## src/sv/tlca_pkg.sv

```systemverilog
// Shared constants, payload structs and walk status type for the tree LCA unit.
// No dependencies.
`default_nettype none

package tlca_pkg;

  localparam int NODE_W  = 10;
  localparam int CMD_W   = 2;
  localparam int PATH_W  = 11;
  localparam int DEPTH_W = 10;

  localparam logic [DEPTH_W-1:0] DEPTH_MAX = 10'd1023;

  typedef enum logic [CMD_W-1:0] {
    CMD_LOAD   = 2'd0,
    CMD_QUERY  = 2'd1,
    CMD_REROOT = 2'd2
  } cmd_e;

  typedef struct packed {
    logic [CMD_W-1:0]  cmd;
    logic [NODE_W-1:0] first_node;
    logic [NODE_W-1:0] second_node;
    logic [NODE_W-1:0] third_node;
  } tlca_in_t;

  typedef struct packed {
    logic [NODE_W-1:0] ancestor_node;
    logic [PATH_W-1:0] path_length;
  } tlca_out_t;

  typedef struct packed {
    logic [NODE_W-1:0] root_node;
  } tlca_cfg_t;

  typedef struct packed {
    logic busy;
    logic done;
  } walk_stat_t;

endpackage

`default_nettype wire

```

## src/sv/tlca_walk.sv

```systemverilog
// Binary-lifting LCA walker: levels two nodes, then climbs both from the top level down.
// Drives the read ports of the tables; depends on tlca_pkg.
`default_nettype none

module tlca_walk import tlca_pkg::*; #(
  parameter int MAX_NODES  = 1024,
  parameter int LOG_LEVELS = 10,
  localparam int NW = $clog2(MAX_NODES),
  localparam int LW = (LOG_LEVELS > 1) ? $clog2(LOG_LEVELS) : 1,
  localparam int CW = $clog2(LOG_LEVELS + 1)
) (
  input  wire logic               clk_i,
  input  wire logic               rst_ni,
  input  wire logic               start_i,
  input  wire logic [NW-1:0]      x_i,
  input  wire logic [NW-1:0]      y_i,
  input  wire logic [DEPTH_W-1:0] dep_rdata_i,
  input  wire logic [NW-1:0]      anc_rdata_i,
  output logic      [NW-1:0]      dep_raddr_o,
  output logic      [NW-1:0]      anc_rnode_o,
  output logic      [LW-1:0]      anc_rlvl_o,
  output walk_stat_t              stat_o,
  output logic      [NW-1:0]      res_o,
  output logic      [DEPTH_W-1:0] res_depth_o,
  output logic      [DEPTH_W-1:0] x_depth_o,
  output logic      [DEPTH_W-1:0] y_depth_o
);

  localparam logic [3:0] W_IDLE  = 4'd0;
  localparam logic [3:0] W_RDX   = 4'd1;
  localparam logic [3:0] W_RDY   = 4'd2;
  localparam logic [3:0] W_DIFF  = 4'd3;
  localparam logic [3:0] W_LIFT  = 4'd4;
  localparam logic [3:0] W_LIFTW = 4'd5;
  localparam logic [3:0] W_EQ    = 4'd6;
  localparam logic [3:0] W_UPA   = 4'd7;
  localparam logic [3:0] W_UPB   = 4'd8;
  localparam logic [3:0] W_UPC   = 4'd9;
  localparam logic [3:0] W_PAR   = 4'd10;
  localparam logic [3:0] W_PARW  = 4'd11;
  localparam logic [3:0] W_RDR   = 4'd12;
  localparam logic [3:0] W_FIN   = 4'd13;

  logic [3:0]         state_q, state_d;
  logic               done_q;
  logic [NW-1:0]      a_q, b_q, ua_q, res_q;
  logic [DEPTH_W-1:0] dx_q, dy_q, diff_q, dres_q;
  logic [CW-1:0]      lvl_q;
  logic               lift_end;
  logic               top_lvl;

  assign lift_end = (lvl_q == CW'(LOG_LEVELS)) || (diff_q == '0);
  assign top_lvl  = (lvl_q == '0);

  always_comb begin
    state_d = state_q;
    unique case (state_q)
      W_IDLE:  if (start_i) state_d = W_RDX;
      W_RDX:   state_d = W_RDY;
      W_RDY:   state_d = W_DIFF;
      W_DIFF:  state_d = W_LIFT;
      W_LIFT: begin
        if (lift_end) begin
          state_d = W_EQ;
        end else if (diff_q[0]) begin
          state_d = W_LIFTW;
        end
      end
      W_LIFTW: state_d = W_LIFT;
      W_EQ:    state_d = (a_q == b_q) ? W_RDR : W_UPA;
      W_UPA:   state_d = W_UPB;
      W_UPB:   state_d = W_UPC;
      W_UPC:   state_d = top_lvl ? W_PAR : W_UPA;
      W_PAR:   state_d = W_PARW;
      W_PARW:  state_d = W_RDR;
      W_RDR:   state_d = W_FIN;
      W_FIN:   state_d = W_IDLE;
      default: state_d = W_IDLE;
    endcase
  end

  always_ff @(posedge clk_i or negedge rst_ni) begin
    if (!rst_ni) begin
      state_q <= W_IDLE;
      done_q  <= 1'b0;
    end else begin
      state_q <= state_d;
      done_q  <= (state_q == W_FIN);
    end
  end

  always_ff @(posedge clk_i) begin
    case (state_q)
      W_IDLE: begin
        a_q <= x_i;
        b_q <= y_i;
      end
      W_RDY:  dx_q <= dep_rdata_i;
      W_DIFF: begin
        dy_q  <= dep_rdata_i;
        lvl_q <= '0;
        if (dx_q < dep_rdata_i) begin
          a_q    <= b_q;
          b_q    <= a_q;
          diff_q <= dep_rdata_i - dx_q;
        end else begin
          diff_q <= dx_q - dep_rdata_i;
        end
      end
      W_LIFT: begin
        if (!lift_end && !diff_q[0]) begin
          diff_q <= diff_q >> 1;
          lvl_q  <= lvl_q + CW'(1);
        end
      end
      W_LIFTW: begin
        a_q    <= anc_rdata_i;
        diff_q <= diff_q >> 1;
        lvl_q  <= lvl_q + CW'(1);
      end
      W_EQ: begin
        res_q <= a_q;
        lvl_q <= CW'(LOG_LEVELS - 1);
      end
      W_UPB:  ua_q <= anc_rdata_i;
      W_UPC: begin
        if (ua_q != anc_rdata_i) begin
          a_q <= ua_q;
          b_q <= anc_rdata_i;
        end
        if (!top_lvl) lvl_q <= lvl_q - CW'(1);
      end
      W_PARW: res_q  <= anc_rdata_i;
      W_FIN:  dres_q <= dep_rdata_i;
      default: ;
    endcase
  end

  always_comb begin
    case (state_q)
      W_RDY:   dep_raddr_o = b_q;
      W_RDR:   dep_raddr_o = res_q;
      default: dep_raddr_o = a_q;
    endcase
  end

  assign anc_rnode_o = (state_q == W_UPB) ? b_q : a_q;
  assign anc_rlvl_o  = (state_q == W_PAR) ? '0 : lvl_q[LW-1:0];

  assign stat_o.busy = (state_q != W_IDLE);
  assign stat_o.done = done_q;
  assign res_o       = res_q;
  assign res_depth_o = dres_q;
  assign x_depth_o   = dx_q;
  assign y_depth_o   = dy_q;

endmodule

`default_nettype wire

```

## config.mk

```make
export PLATFORM = sky130hd
export DESIGN_NAME = tlca_walk
export DESIGN_NICKNAME = d
export VERILOG_FILES = /design/src/sv/tlca_pkg.sv /design/src/sv/tlca_walk.sv
export SDC_FILE = /design/constraint.sdc
export NUM_CORES = 1
export LEC_CHECK = 0
export BUFFER_PORTS_ARGS = -buffer_cell sky130_fd_sc_hd__buf_4
export CORE_AREA = 2 2 130 120
export CTS_CLUSTER_DIAMETER = 40
export DETAILED_ROUTE_END_ITERATION = 10
export DIE_AREA = 0 0 132 122
export GPL_TIMING_DRIVEN = 0
export PLACE_DENSITY = 0.61
export RECOVER_POWER = 50
export SYNTH_ARGS = -nofsm -noshare
export SYNTH_HDL_FRONTEND = slang
export SYNTH_SLANG_ARGS = --single-unit
```

## constraint.sdc

```tcl
create_clock -name clk_i -period 5.55 [get_ports clk_i]
set_input_delay 0.2775 -clock clk_i [delete_from_list [all_inputs] [get_ports clk_i]]
set_output_delay 0.2775 -clock clk_i [all_outputs]
set_load 0.05 [all_outputs]
```

# Word-level counts from Yosys, hierarchy flattened
# Cells that the tools add are included.
[totals] reg_bits=89 wordCells=79
[op_classes] addsub=4 magnitude_cmp=1 n_eq_ne=22 mux=22 reduce_logical=19
[op_table] cell="2-to-1 mux 10 bit" n=7
[op_table] cell="case mux 10 bit (3 select lines)" n=2
[op_table] cell="case mux 4 bit (12 select lines)" n=1
[op_table] cell="case mux 10 bit (2 select lines)" n=2
[op_table] cell="case mux 10 bit (4 select lines)" n=1
[op_table] cell="2-to-1 mux 4 bit" n=8
[op_table] cell="equality test 4 bit, second input constant" n=7
[op_table] cell="case mux 4 bit (5 select lines)" n=1
[op_table] cell="subtractor 10 bit" n=2
[op_table] cell="equality test 4 x 3 -> 1 bit, second input constant" n=4
[op_table] cell="equality test 10 bit" n=1
[op_table] cell="zero test 10 bit" n=1
[op_table] cell="less-than comparator 10 bit" n=1
[op_table] cell="inequality test 10 bit" n=1
[op_table] cell="inequality test 2 bit, second input constant" n=5
[op_table] cell="AND reduction 3 bit" n=3
[op_table] cell="equality test 4 x 2 -> 1 bit, second input constant" n=2
[op_table] cell="zero test 4 bit" n=2
[op_table] cell="nonzero test 4 bit" n=2
[op_table] cell="nonzero test 3 bit" n=2
[op_table] cell="nonzero test 5 bit" n=1
[op_table] cell="adder 4 x 1 -> 4 bit, second input constant" n=1
[op_table] cell="equality test 4 x 1 -> 1 bit, second input constant" n=1
[op_table] cell="AND reduction 2 bit" n=2
[op_table] cell="other kinds (7)" n=8

# Depth between registers and ports, before layout
[logic_depth] depth_word=6 depth_mapped=11 mapped_depth_nobuf=10

# Least setup slack after synthesis
# OpenSTA, ideal clock, no wires.
[synth_timing] path_type="flip-flop to flip-flop" start="register dx_q[0], in the netlist x_depth_o[0]" end="register b_q[0] (enable)" arrival_ns=2.837 t_required_ns=5.161 path_slack_ns=2.324 path_stages_with_launch=12 path_buffers=1 period_less_slack_ns=3.226 cell_sequence="edfxtp_1 -> inv_1 -> ha_1 -> fa_1 -> and2b_1 -> o2111ai_2 -> a31oi_1 -> o22a_1 -> buf_6 -> o21ai_2 -> nor2_1 -> a2111oi_2"
[synth_via] elab_chain_len=3
[synth_lines] element="from (decl)" line="tlca_walk.sv:47" rtl="logic [DEPTH_W-1:0] dx_q, dy_q, diff_q, dres_q;"
[synth_lines] element="from (signal assigned)" line="tlca_walk.sv:98" rtl="W_RDY: dx_q <= dep_rdata_i;"
[synth_lines] element="less-than comparator 10 bit" line="tlca_walk.sv:102" rtl="if (dx_q < dep_rdata_i) begin"
[synth_lines] element="inequality test 2 bit (no line)"
[synth_lines] element="AND reduction 3 bit (no line)"
[synth_lines] element="to (signal assigned)" line="tlca_walk.sv:96" rtl="b_q <= y_i;"
[synth_lines] element="to (signal assigned)" line="tlca_walk.sv:104" rtl="b_q <= a_q;"
[synth_lines] element="to (signal assigned)" line="tlca_walk.sv:129" rtl="b_q <= anc_rdata_i;"
[synth_lines] element="to (decl)" line="tlca_walk.sv:46" rtl="logic [NW-1:0] a_q, b_q, ua_q, res_q;"
# No other way between the ends.
# A chain may end at the register's enable or synchronous reset.

# Worst setup path after layout
[layout_timing] start="register state_q[1]" end="output dep_raddr_o[4]"
[layout_via] elab_chain_len=2 elab_cells_between_ends=3 cone_classes="eq/ne (2); mux (1)"
[layout_lines] element="from (decl)" line="tlca_walk.sv:44" rtl="logic [3:0] state_q, state_d;"
[layout_lines] element="from (signal assigned)" line="tlca_walk.sv:87" rtl="state_q <= state_d;"
[layout_lines] element="equality test 4 bit or equality test 4 x 2 -> 1 bit (tied branches)" line="tlca_walk.sv:140" rtl="case (state_q)"
[layout_lines] element="case mux 10 bit (2 select lines) (*)" line="tlca_walk.sv:140"
[layout_lines] element="to (decl)" line="tlca_walk.sv:19" rtl="output logic [NW-1:0] dep_raddr_o,"
# Mark *: on every way between the ends. The rest lies on a longest branch, timed or not.

==> metrics.txt <==
status complete, no violations; Clock Latency Late Sink around 350 ps; Worst setup SP type flop; synthesized area per cell 10.5 µm²; largest family of logic cells by synthesized area compound AO/OA/AOI/OAI gates; initial core utilization 35.1%; row count 43; # Max-Cap Violations 0; core area 14900 µm²; most frequent cells in the layout clkbuf_1, edfxtp_1, nand2_1; leakage about 2.4 nW; r2r setup slk 2210 ps; crit path max fanout 19; fin crit share 64.4%; DIE WIDTH 132 µm; EDFF count, synth 84; Post-Synth Simple-Gate Area 12.6%; total grt overflow 0; Rel. slew slack 13.0%; Mapped Area about 5200 µm²; Final nets 681; Setup Fix Bufs, Post-CTS 0; Net Count, Synth 561; maximum clock path buffer count 2; gpl congestion 0.875; CTS sink cnt 89; routed vias 4266; Worst Setup Path Type reg2out; Ant. Diodes 0; Fmax 0.280 GHz; Die Footprint around 16000 µm²; die extent in y 122 µm; Worst VDD drop 0.000427 V; Routed WL 14.3 mm; initial DRC count 277; largest net degree at the start of global routing 20; XOR/XNOR Fraction of Synth Area 5.03%; global-route wire length before repair 22.3 mm; residual DRC count 0; fill cell count 1490; Worst-Margin Slew 1300 ps; Synth Register Bits 89; distinct cell type count after synthesis 56; Resize count post-CTS 0; CTS tree yes; initial antenna violation count 0; First-pass DRT Iterations 5; setup TNS 0 ps; Total Power between 4 and 5 mW; Hold-fix buffers, CTS 1; htree depth 3; multi-input logic area 2360 µm²; complex-gate fraction of the synthesized area 15.8%; CP arrival roughly 3300 ps; P&R area growth vs syn 21.1%; Post-DP HPWL about 10 mm; Syn Inst Count 496; Hold Path Class in2reg; Routed Antenna Nets 0; vias in the first global route approximately 4200; CP endpoint kind primary output; Seq/Total Area, Yosys 50.7%; PD cells 646 nW/µm²; mux contribution to synthesized area 6.16%; Final Hold Viols 0; per-cell routed wire length 17.4 µm; share of cells above drive strength 1 14.7%; Reg area about 2600 µm²; ys async rst share 5.62%; Max Slew Vio Count 0; # IOs 109; fin crit period 3580 ps; synth warn 0; adder-cell share of the synthesized area around 5.6%; CP required 5270 ps; IO buf count 108; RSZ-0062 raised after global routing no; CTS clk-pin slew, worst paths 60 ps; gr usage total 18.0%; most common cell after layout, fill and taps aside clkbuf_1; vias per std cell 5.19; clock root buffer clkbuf_16; Setup-failing EPs final 0; ys flop type edfxtp_1; Clock Skew 7.68 ps; CTS Buf Count 9
per-layer routing:
layer  GRT usage [%]  up-vias  part of all wire (%)
li1                -     2042                     -
met1            22.3     2050                    43
met2            31.0      158                    49
met3            4.58       16                   6.5
met4            6.05        0                   1.3
met5               0        -                     0
final cells by class:
cell class | count | share of cell area [%]
timing repair buffer | 109 | 9.06
clock buffer | 10 | 3.62
sequential | 89 | 41.8
buffer | 29 | 2.08
multi-input combinational | 355 | 37.3
inverter | 23 | 1.36
clock inverter | 5 | 0.751
tap | 202 | 3.99
cell families (layout without fill, tap and decap cells):
group,Yosys count,in the layout
mux,29,29
xor+xnor,30,30
simple gates,149,149
buf+inv,52,176
compound gates,125,125
flops,89,89
fa+ha+maj,22,22
synth_stat cells, types with 3 or more instances:
library cell	instances	area [µm²]
nor3_1	3	15.0
a22oi_1	30	225
a31oi_1	7	43.8
xor2_1	8	70.1
nor2b_1	9	56.3
nand4_1	3	18.8
nor2_1	42	158
dfrtp_1	5	125
ha_1	20	250
mux2_2	20	225
nand3_1	7	35.0
edfxtp_1	84	2520
xnor2_1	22	193
o21ai_0	14	70.1
a221oi_1	3	26.3
inv_1	22	82.6
mux2i_1	7	70.1
nor4_1	4	25.0
a21oi_1	29	145
a21o_1	6	45.0
o21ai_1	15	75.1
buf_2	12	60.1
nand2_1	65	244
nand2b_1	6	37.5
clkbuf_1	14	52.6
where the power goes:
group / switching, mW / leakage (nW) / internal [mW]
registers: 0.180 / 0.841 / 1.09
clock network: 0.249 / 0.137 / 0.342
logic: 1.55 / 1.42 / 0.681
critical path, cell delays in order (launching register included):
cell,delay [ps]
dfrtp_1,390
clkbuf_1,370
nand2b_1,240
nor3_1,390
clkbuf_1,1000
a22oi_1,220
nand2_1,130
buf_4,200
final timing paths:
check,from,end,cells past startpoint
max,state_q[1],dep_raddr_o[4],7
min,y_i[0],b_q[0],3
max reg2reg,x_depth_o[0],a_q[4],11
min reg2reg,diff_q[1],diff_q[0],2
max in group asynchronous,rst_ni,done_q,2
min in group asynchronous,rst_ni,state_q[2],2
stage by stage:
step | cells | instance area (µm²) | hold WS, ps | util [%] | setup WS (ps)
3_3_place_gp | 806 | 6290 | 95.8 | 42.2 | 1850
6_report | 822 | 6330 | 192 | 42.5 | 1970
2_1_floorplan | 496 | 5220 | -18.1 | - | 2320
4_1_cts | 822 | 6590 | 120 | 44.2 | 2150
5_1_grt | 822 | 6330 | 193 | 42.5 | 1700
3_5_place_dp | 806 | 6300 | 99.0 | 42.3 | 2230
state kept, by name (all words and copies together) (netlist names):
signal       count
a_q             10
b_q             10
diff_q          10
done_q           1
lvl_q            4
res_depth_o     10
res_o           10
state_q          4
ua_q            10
x_depth_o       10
y_depth_o       10
Note: power is estimated with default switching activity, not from simulation.
